### src/rtl/core/sha1_pkg.sv
// Shared types, constants and helpers for the SHA-1 block hasher.
// Depends on nothing; every other file in rtl/core imports it.
package sha1_pkg;

   localparam int unsigned WORD_W   = 32;
   localparam int unsigned ROUNDS   = 80;
   localparam int unsigned ROUND_W  = 7;
   localparam int unsigned BLOCK_WORDS = 16;
   localparam int unsigned WIDX_W   = 4;

   localparam logic [WORD_W-1:0] IV_A = 32'h67452301;
   localparam logic [WORD_W-1:0] IV_B = 32'hEFCDAB89;
   localparam logic [WORD_W-1:0] IV_C = 32'h98BADCFE;
   localparam logic [WORD_W-1:0] IV_D = 32'h10325476;
   localparam logic [WORD_W-1:0] IV_E = 32'hC3D2E1F0;

   typedef struct packed {
      logic [WORD_W-1:0] message_word;
      logic              final_word;
   } req_type;

   typedef struct packed {
      logic [WORD_W-1:0] digest_a;
      logic [WORD_W-1:0] digest_b;
      logic [WORD_W-1:0] digest_c;
      logic [WORD_W-1:0] digest_d;
      logic [WORD_W-1:0] digest_e;
   } rsp_type;

   // Five 32-bit words: the working variables or the chaining value.
   typedef struct packed {
      logic [WORD_W-1:0] a;
      logic [WORD_W-1:0] b;
      logic [WORD_W-1:0] c;
      logic [WORD_W-1:0] d;
      logic [WORD_W-1:0] e;
   } vars_type;

   typedef struct packed {
      logic shift_in;   // a message word beat is being stored
      logic step;       // one round of the compression is running
   } sched_ctl_type;

   typedef struct packed {
      logic init;       // load the working variables from the chaining value
      logic step;       // advance the working variables by one round
   } round_ctl_type;

   localparam vars_type IV = '{a: IV_A, b: IV_B, c: IV_C, d: IV_D, e: IV_E};

   function automatic logic [WORD_W-1:0] rotl(input logic [WORD_W-1:0] x,
                                              input logic [4:0] n);
      logic [5:0] rn;
      rn = 6'd32 - {1'b0, n};
      return (x << n) | (x >> rn);
   endfunction

endpackage

### src/rtl/core/sha1_sched.sv
// Message schedule: a sixteen-word shift line that first collects the block
// and then produces one schedule word per round. Depends on sha1_pkg.
module sha1_sched (
   input  logic                      clock,
   input  sha1_pkg::sched_ctl_type   ctl,
   input  logic [31:0]               word_in,
   output logic [31:0]               w_out
);
   import sha1_pkg::*;

   logic [WORD_W-1:0] win_ff [BLOCK_WORDS];
   logic [WORD_W-1:0] win_in [BLOCK_WORDS];
   logic [WORD_W-1:0] feed;

   // Oldest word sits at the bottom; the head of the line is the word of
   // the current round.
   assign w_out = win_ff[0];

   always_comb begin
      feed = word_in;
      if (ctl.step) begin
         feed = rotl(win_ff[13] ^ win_ff[8] ^ win_ff[2] ^ win_ff[0], 5'd1);
      end
      for (int i = 0; i < BLOCK_WORDS - 1; i++) begin
         win_in[i] = win_ff[i+1];
      end
      win_in[BLOCK_WORDS-1] = feed;
   end

   always_ff @(posedge clock) begin
      if (ctl.shift_in || ctl.step) begin
         win_ff <= win_in;
      end
   end

endmodule

### src/rtl/core/sha1_round.sv
// The shared SHA-1 round unit with its working-variable registers.
// One round per cycle while stepping. Depends on sha1_pkg.
module sha1_round (
   input  logic                    clock,
   input  sha1_pkg::round_ctl_type ctl,
   input  sha1_pkg::vars_type      chain,
   input  logic [31:0]             w,
   input  logic [6:0]              round_idx,
   output sha1_pkg::vars_type      vars
);
   import sha1_pkg::*;

   localparam logic [WORD_W-1:0] K0 = 32'h5A827999;
   localparam logic [WORD_W-1:0] K1 = 32'h6ED9EBA1;
   localparam logic [WORD_W-1:0] K2 = 32'h8F1BBCDC;
   localparam logic [WORD_W-1:0] K3 = 32'hCA62C1D6;

   vars_type          vars_ff;
   vars_type          vars_in;
   logic [WORD_W-1:0] f;
   logic [WORD_W-1:0] k;
   logic [WORD_W-1:0] tmp;

   assign vars = vars_ff;

   always_comb begin
      if (round_idx < ROUND_W'(20)) begin
         f = (vars_ff.b & vars_ff.c) | (~vars_ff.b & vars_ff.d);
         k = K0;
      end else if (round_idx < ROUND_W'(40)) begin
         f = vars_ff.b ^ vars_ff.c ^ vars_ff.d;
         k = K1;
      end else if (round_idx < ROUND_W'(60)) begin
         f = (vars_ff.b & vars_ff.c) | (vars_ff.b & vars_ff.d) | (vars_ff.c & vars_ff.d);
         k = K2;
      end else begin
         f = vars_ff.b ^ vars_ff.c ^ vars_ff.d;
         k = K3;
      end
      tmp = rotl(vars_ff.a, 5'd5) + f + vars_ff.e + k + w;

      vars_in.a = tmp;
      vars_in.b = vars_ff.a;
      vars_in.c = rotl(vars_ff.b, 5'd30);
      vars_in.d = vars_ff.c;
      vars_in.e = vars_ff.d;
   end

   always_ff @(posedge clock) begin
      if (ctl.init) begin
         vars_ff <= chain;
      end else if (ctl.step) begin
         vars_ff <= vars_in;
      end
   end

endmodule

### src/rtl/core/sha1_block_hash.sv
// SHA-1 hasher for a message that the host has already padded. Each request
// beat carries one 32-bit message word, first byte in the most significant
// position; sixteen beats make one 512-bit block. Words are taken one per
// cycle until the sixteenth, after which the block is compressed by a single
// round unit at one round per cycle through all 80 rounds, and an add step
// then adds the working variables into the chaining value. req_stall stays
// high throughout the rounds and the add step, so no word of the next block
// is taken before the current block is done. When final_word is set on the
// sixteenth word of a block, the five digest words are presented as one
// response beat and the chaining value returns to the standard initial
// value, so the next word starts a new message; final_word on any other word
// is ignored. A finished digest waits in the response register while the
// next message is being loaded, and the core only holds in its add step if a
// second digest is ready before the first has been taken. Depends on
// sha1_pkg, sha1_sched and sha1_round.
module sha1_block_hash (
   input  logic              clock,
   input  logic              reset,

   input  logic              req_valid,
   output logic              req_stall,
   input  sha1_pkg::req_type req_data,

   output logic              rsp_valid,
   input  logic              rsp_stall,
   output sha1_pkg::rsp_type rsp_data
);
   import sha1_pkg::*;

   typedef enum logic [1:0] {
      ST_LOAD,
      ST_ROUND,
      ST_ADD
   } state_type;

   localparam logic [ROUND_W-1:0] LAST_ROUND = ROUND_W'(ROUNDS - 1);
   localparam logic [WIDX_W-1:0]  LAST_WORD  = WIDX_W'(BLOCK_WORDS - 1);

   state_type           state_ff;
   logic [ROUND_W-1:0]  round_ff;
   logic [WIDX_W-1:0]   word_idx_ff;
   logic                last_ff;
   vars_type            chain_ff;
   logic                rsp_valid_ff;
   rsp_type             rsp_data_ff;

   logic                req_fire;
   logic                rsp_free;
   logic                block_done;
   vars_type            sum;
   vars_type            vars;
   logic [WORD_W-1:0]   w;
   sched_ctl_type       sched_ctl;
   round_ctl_type       round_ctl;

   // Words are only taken while the block is being collected.
   assign req_stall  = (state_ff != ST_LOAD);
   assign req_fire   = req_valid && !req_stall;
   assign block_done = req_fire && (word_idx_ff == LAST_WORD);

   // The response register can take a new digest if it is empty or is being
   // emptied in this cycle.
   assign rsp_free   = !rsp_valid_ff || !rsp_stall;

   assign rsp_valid  = rsp_valid_ff;
   assign rsp_data   = rsp_data_ff;

   assign sched_ctl.shift_in = req_fire;
   assign sched_ctl.step     = (state_ff == ST_ROUND);
   assign round_ctl.init     = block_done;
   assign round_ctl.step     = (state_ff == ST_ROUND);

   sha1_sched u_sched (
      .clock   (clock),
      .ctl     (sched_ctl),
      .word_in (req_data.message_word),
      .w_out   (w)
   );

   sha1_round u_round (
      .clock     (clock),
      .ctl       (round_ctl),
      .chain     (chain_ff),
      .w         (w),
      .round_idx (round_ff),
      .vars      (vars)
   );

   // Fold the compressed block into the chaining value.
   always_comb begin
      sum.a = chain_ff.a + vars.a;
      sum.b = chain_ff.b + vars.b;
      sum.c = chain_ff.c + vars.c;
      sum.d = chain_ff.d + vars.d;
      sum.e = chain_ff.e + vars.e;
   end

   always_ff @(posedge clock) begin
      if (reset) begin
         state_ff     <= ST_LOAD;
         round_ff     <= '0;
         word_idx_ff  <= '0;
         last_ff      <= 1'b0;
         chain_ff     <= IV;
         rsp_valid_ff <= 1'b0;
      end else begin
         if (rsp_valid_ff && !rsp_stall) begin
            rsp_valid_ff <= 1'b0;
         end
         case (state_ff)
            ST_LOAD: begin
               if (req_fire) begin
                  word_idx_ff <= word_idx_ff + 1'b1;
               end
               if (block_done) begin
                  last_ff  <= req_data.final_word;
                  round_ff <= '0;
                  state_ff <= ST_ROUND;
               end
            end
            ST_ROUND: begin
               round_ff <= round_ff + 1'b1;
               if (round_ff == LAST_ROUND) begin
                  state_ff <= ST_ADD;
               end
            end
            ST_ADD: begin
               if (!last_ff) begin
                  chain_ff <= sum;
                  state_ff <= ST_LOAD;
               end else if (rsp_free) begin
                  // Final block: publish the digest and start a fresh message.
                  rsp_valid_ff         <= 1'b1;
                  rsp_data_ff.digest_a <= sum.a;
                  rsp_data_ff.digest_b <= sum.b;
                  rsp_data_ff.digest_c <= sum.c;
                  rsp_data_ff.digest_d <= sum.d;
                  rsp_data_ff.digest_e <= sum.e;
                  chain_ff             <= IV;
                  state_ff             <= ST_LOAD;
               end
            end
            default: begin
               state_ff <= ST_LOAD;
            end
         endcase
      end
   end

   // The round counter never runs past the last round.
   a_round_range: assert property (@(posedge clock) disable iff (reset)
      (state_ff == ST_ROUND) |-> (round_ff <= LAST_ROUND))
      else $error("round counter beyond last round");

   // Compression begins only once a whole block has been collected.
   a_block_full: assert property (@(posedge clock) disable iff (reset)
      (state_ff == ST_ROUND && $past(state_ff) == ST_LOAD) |-> (word_idx_ff == '0))
      else $error("compression started on a partial block");

   // The add step is reached only after all 80 rounds.
   a_all_rounds: assert property (@(posedge clock) disable iff (reset)
      (state_ff == ST_ADD && $past(state_ff) != ST_ADD) |-> ($past(round_ff) == LAST_ROUND))
      else $error("chaining add reached early");

   // A digest appears only from the add step of a final block.
   a_rsp_source: assert property (@(posedge clock) disable iff (reset)
      $rose(rsp_valid_ff) |-> ($past(state_ff) == ST_ADD && $past(last_ff)))
      else $error("digest beat without a final block");

endmodule

### config.mk
export PLATFORM = sky130hd
export DESIGN_NAME = sha1_block_hash
export DESIGN_NICKNAME = d
export VERILOG_FILES = /design/src/rtl/core/sha1_pkg.sv /design/src/rtl/core/sha1_sched.sv /design/src/rtl/core/sha1_round.sv /design/src/rtl/core/sha1_block_hash.sv
export SDC_FILE = /design/constraint.sdc
export NUM_CORES = 2
export LEC_CHECK = 0
export BUFFER_PORTS_ARGS = -buffer_cell sky130_fd_sc_hd__buf_2
export CORE_AREA = 2 2 393 356
export CTS_CLUSTER_DIAMETER = 60
export CTS_CLUSTER_SIZE = 20
export DETAILED_ROUTE_END_ITERATION = 10
export DIE_AREA = 0 0 395 358
export GPL_ROUTABILITY_DRIVEN = 0
export PLACE_DENSITY = 0.6
export SKIP_LAST_GASP = 1
export SYNTH_ARGS = -nofsm -noshare
export SYNTH_HDL_FRONTEND = slang
export SYNTH_HIERARCHICAL = 1
export SYNTH_SLANG_ARGS = --single-unit
### constraint.sdc
create_clock -name clock -period 11 [get_ports clock]
set_clock_uncertainty 0.15 [all_clocks]
set_input_delay 0 -clock clock [delete_from_list [all_inputs] [get_ports clock]]
set_output_delay 0 -clock clock [all_outputs]
set_load 0.03 [all_outputs]
### After elaboration in Yosys (flattened, before gate mapping)

Cells that the tools add are included.

* register bits after elaboration: 1007
* input bits: 37
* logic and storage cells: 115

* add/sub/neg operators: 11
* order comparisons: 3
* eq/ne operators: 8
* mux-type cells: 22
* bitwise operators: 17
* reduce and logical (&&, ||, !) cells: 18

Operators with widths (number)
* $mux 160: 4
* $add 32x32->32: 9
* $mux 32: 6
* $xor 32x32->32: 5
* $and 32x32->32: 4
* $or 32x32->32: 3
* $not 32->32: 1
* $or 32x1->32: 1
* $or 32x30->32: 1
* $or 32x5->32: 1
* $mux 31: 1
* $lt 7x6->1 const B: 2
* $pmux 7 s2: 1
* $mux 2: 4
* $reduce_and 2->1: 4
* $add 7x1->7 const B: 1
* $eq 7x7->1 const B: 1
* $lt 7x5->1 const B: 1
* $mux 7: 1
* $pmux 2 s3: 1
* $reduce_bool 2->1: 3
* $add 4x1->4 const B: 1
* $eq 4x4->1 const B: 1
* $mux 1: 4
* 12 further kinds: 18

### Depth between registers and ports, before layout

* depth after elaboration: 12
* depth in mapped cells: 21
* mapped depth without buffers: 20

### Modules after synthesis

The synthesis kept the hierarchy.

By module, submodules not included
* sha1_block_hash: times used 1, cells an instance 1844, area an instance 18853.1 um^2, seq. area each 8308.0 um^2
* sha1_sched: times used 1, cells an instance 712, area an instance 16788.6 um^2, seq. area each 15374.7 um^2
* sha1_round: times used 1, cells an instance 1038, area an instance 12154.2 um^2, seq. area each 4804.6 um^2

### Worst setup path before layout

No wires, ideal clock.

* path type: register -> register
* start: register state_ff[1]
* end: register rsp_data_ff, in the netlist rsp_data[0] (enable)
* data arrival time: 7.424 ns
* required time: 10.168 ns
* path slack: 2.744 ns
* stages on the path, launching flop included: 5
* cells stage by stage: dfxtp_1 > nor2b_1 > clkbuf_1 > nand3_1 > nor2_1

* longest elaborated chain between the ends: 2

RTL lines
* from (decl): line sha1_block_hash.sv:39 `state_type state_ff;`
* from (signal assigned): line sha1_block_hash.sv:100 `state_ff <= ST_LOAD;`
* from (signal assigned): line sha1_block_hash.sv:118 `state_ff <= ST_ROUND;`
* from (signal assigned): line sha1_block_hash.sv:124 `state_ff <= ST_ADD;`
* $eq 2x2->1: line sha1_block_hash.sv:110 `case (state_ff)`
* $reduce_and 4->1 (no line)
* to (decl): line sha1_block_hash.sv:45 `rsp_type rsp_data_ff;`

Every way passes these cells.
A chain may end at the register's enable or synchronous reset.

### Worst setup path in the final report

* start: register round_ff[4]
* end: register u_round.vars_ff, in the netlist u_round/vars[158] (data pin)

* longest elaborated chain between the ends: 10
* elaborated cells between the ends (all ways): 15
* classes of those cells: add/sub (4); order compare (3); mux (8)

RTL lines
* from (decl): line sha1_block_hash.sv:40 `logic [ROUND_W-1:0] round_ff;`
* from (signal assigned): line sha1_block_hash.sv:122 `round_ff <= round_ff + 1'b1;`
* $lt 7x6->1: line sha1_round.sv:33 `end else if (round_idx < ROUND_W'(60)) begin`
* $mux 32: line sha1_round.sv:33
* $mux 32: line sha1_round.sv:30 `end else if (round_idx < ROUND_W'(40)) begin`
* $mux 32: line sha1_round.sv:27 `if (round_idx < ROUND_W'(20)) begin`
* $add 32x32->32 (2 in series): line sha1_round.sv:40 `tmp = rotl(vars_ff.a, 5'd5) + f + vars_ff.e + k + w;`
* $add 32x32->32 (*) (2 in series): line sha1_round.sv:40
* $mux 160 (*): line sha1_round.sv:52 `end else if (ctl.step) begin`
* $mux 160 (*): line sha1_round.sv:50 `if (ctl.init) begin`
* to (signal assigned): line sha1_round.sv:51 `vars_ff <= chain;`
* to (signal assigned): line sha1_round.sv:53 `vars_ff <= vars_in;`
* to (decl): line sha1_round.sv:18 `vars_type vars_ff;`

Mark *: on every way between the ends. The rest lies on a longest branch, timed or not. The select of a mux whose other input is x is not followed.

==> results.toml <==
[run_status]
status = "complete, no violations"

[setup_path]
cp_max_fo = 19
end_kind = "flip-flop"
cp.arrival_ps = 6670
critPathLaunchType = "flip-flop"
worst_ep_required_time_ps = 11470
worstSetupPathType = "reg -> reg"
crit_chain = "a41oi_1, nand2_1, buf_4, inv_1, nor2_1, buf_4, inv_1, nor2_1, nor2_1, fa_1, inv_1, fa_1, inv_1, ha_1, nand2_1, o21ai_1, nor2_1, o21ai_0, o2111ai_1, and3_1, or4_1, nand3_1"
path_buf_inv = 6
max_stage_delay_ps = 540
cpMaxStageDelayCell = "fa_1"
critPathTopFamily = "simple AND/OR/NAND/NOR gates"

[synthesis]
yosysUniqueCellTypes = 91
synth_xor_area_share_pct = 4.838
synth_top_family_by_area = "compound AO/OA/AOI/OAI gates"
synthCells = 3594
syn-mean-instance-area_um2 = 13.30
async_flop_share_pct = 0
synth.net_count = 3951
synth_ff_type = "edfxtp_1"
synth_edf_count = 832
muxShareOfSynthArea_pct = 3.348
synth_compound_area_share_pct = 12.51
synth_fa_ha_area_share_pct = 10.34
syn-cell-area_um2 = 47800
yosys_warnings = 6
yosysSeqAreaShare_pct = 59.60
ys_ff_latch = 1007
yosys.area_share.simple_pct = 6.060

[final_layout]
nets = 4172
area_delta_synth_final_pct = 14.10
fill_cells = 12850
fin_area_um2 = 54540
final-instance-count-excl-fill = 5727
final_util_pct = 39.80
drive_gt1_share_pct = 13.90
mostFrequentLayoutCells = "edfxtp_1, inv_1, nor2_1, a21oi_1, xnor2_1"
final_common_cell = "edfxtp_1"

[sta]
finalMaxSlewViolations = 0
min_period_ps = 6202
period_share_pct = 56.38
hold_violations = 0
tightest_slew_ps = 1080
rsz0062_at_grt = "no"
final.setup.tns_ps = 0
slew_headroom_pct = 28.03
setup_viol = 0
max_freq_mhz = 161.2

[die]
start_util_pct = 34.88
ioPinCount = 199
die_h_um = 358
die_area_um2 = 141400
core_area_um2 = 137000
die_w_um = 395
rows = 129

[grt]
grt_pass1_wl_um = 181300
antenna_found_initial = 6
grt_pass1_vias = 28010
grt_max_degree = 207
overflow = 0
grt_use_total_pct = 17.02

[placement]
io_buffers = 198
hpwl_um = 88130
dpl_cell_area_um2 = 50590
dp.cells = 5489

[detailed_routing]
viasPerCell = 5.266
drt_first_pass_iters = 6
antenna_left = 0
wire_per_inst_um = 21.49
first_iter_violations = 3059
vias = 30160
routed_wl_um = 123100
drc_errors = 0

[clock_network]
htree_num_levels = 3
clock_latency_ps = 750
cts_resized = 0
cts_tree = "built"
cts.clk_slew.worst_paths_ps = 80
numCtsBuffers = 91
clock_sinks = 1007
cts_buffer_depth = 3
clockRootBuffer = "clkbuf_16"

[hold_path]
hold_class = "in -> reg"

[pwr]
p_total_mw = 8.110
powerDensity_nw_per_um2 = 148.7
peakVddDrop_mv = 0.1338
cellLeakagePower_nw = 20.25

[job]
cap_violations = 0
-- sequential cells by signal (all words and copies together), names as in the netlist --
name            cells
state_ff            2
u_round/vars      160
last_ff             1
u_sched/win_ff    480
word_idx_ff         4
rsp_valid           1
round_ff            7
chain_ff          160
rsp_data          160
u_sched/w_out      32
-- worst paths after layout --
kind,endpoint,cells past startpoint,from,slack [ps]
setup reg to reg,u_round/vars[158],22,round_ff[4],4800
setup / recovery,u_round/vars[158],22,round_ff[4],4800
hold reg to reg,u_sched/win_ff[141],0,u_sched/win_ff[109],240
hold / removal,u_sched/win_ff[27],4,req_data[28],30
-- where the power goes --
group | internal, mW | switching (mW)
combinational | 0.160 | 0.238
sequential | 4.24 | 0.0433
clock | 1.79 | 1.64
total | 6.19 | 1.92
-- layout make-up --
| type | count | area (µm²) | share of cell area [%] |
|---|---|---|---|
| multi-input combinational | 2204 | 17780 | 32.61 |
| antenna | 1 | 2.502 | 0.004588 |
| tap | 1834 | 2295 | 4.208 |
| sequential | 1007 | 28490 | 52.23 |
| clock inverter | 68 | 909.6 | 1.668 |
| inverter | 223 | 842.1 | 1.544 |
| timing repair buffer | 288 | 1859 | 3.409 |
| clock buffer | 102 | 2360 | 4.327 |
-- worst reg2reg max path, stage by stage (launching register included) --
cell and delay [ps]:
dfxtp_1 460, a41oi_1 500, nand2_1 220, buf_4 270, inv_1 90, nor2_1 280
buf_4 330, inv_1 300, nor2_1 170, nor2_1 70, fa_1 540, inv_1 50
fa_1 510, inv_1 40, ha_1 350, nand2_1 90, o21ai_1 290, nor2_1 70
o21ai_0 220, o2111ai_1 250, and3_1 230, or4_1 500, nand3_1 80
-- through the flow --
step	hold slack [ps]	setup slack, ps
after global placement	150.6	4988
after detailed placement	159.2	4853
final	33.42	4798
after CTS	3.150	4825
after floorplan	-14.00	2744
after global routing	34.38	4389
-- timing repair --
item | CTS | global route
buffers inserted | 0 | 0
endpoints found under the hold margin | 83 | 0
hold buffers | 67 | 0
-- per-layer routing --
| metal | wire length (µm) | part of all wire [%] | GRT usage, % |
|---|---|---|---|
| met3 | 9487 | 7.7 | 3.253 |
| met2 | 51100 | 42 | 24.12 |
| met4 | 2868 | 2.3 | 4.389 |
| met1 | 59620 | 48 | 26.36 |
| met5 | 13 | 0.011 | 0 |
-- cell families after synthesis --
logic type,after synthesis
DFF,1007
AOI/OAI and AO/OA,856
and+or+nand+nor,619
buffers and inverters,383
adders and majority gates,320
xor gates and xnor gates,264
muxes,145
-- synth_stat cells (all sizes together), types with 9 or more instances --
master | count | area [µm²]
nand2b | 25 | 156.4
clkbuf | 100 | 375.4
o22ai | 11 | 68.82
nor3 | 22 | 110.1
a211oi | 30 | 245.2
o21ai | 163 | 823.3
ha | 195 | 2440
xnor2 | 204 | 1787
a22oi | 40 | 300.3
nand4 | 33 | 212.7
or2 | 9 | 56.31
inv | 223 | 837.1
dfxtp | 175 | 3503
a221oi | 10 | 93.84
nand2 | 173 | 649.4
nor2b | 17 | 106.4
o21bai | 21 | 157.7
a221o | 92 | 920.9
o211ai | 14 | 105.1
mux2 | 119 | 1340
a21oi | 213 | 1077
o31ai | 17 | 160.2
buf | 60 | 367.9
a31oi | 19 | 118.9
nor3b | 15 | 112.6
nor2 | 215 | 807.0
mux2i | 26 | 260.3
o21a | 22 | 165.2
a21o | 88 | 660.6
xor2 | 60 | 525.5
edfxtp | 832 | 24980
and3 | 21 | 131.4
a22o | 40 | 350.3
or3 | 11 | 68.82
fa | 125 | 2502
and2 | 10 | 62.56
nand3 | 42 | 210.2
(Power assumes the default switching activity.)
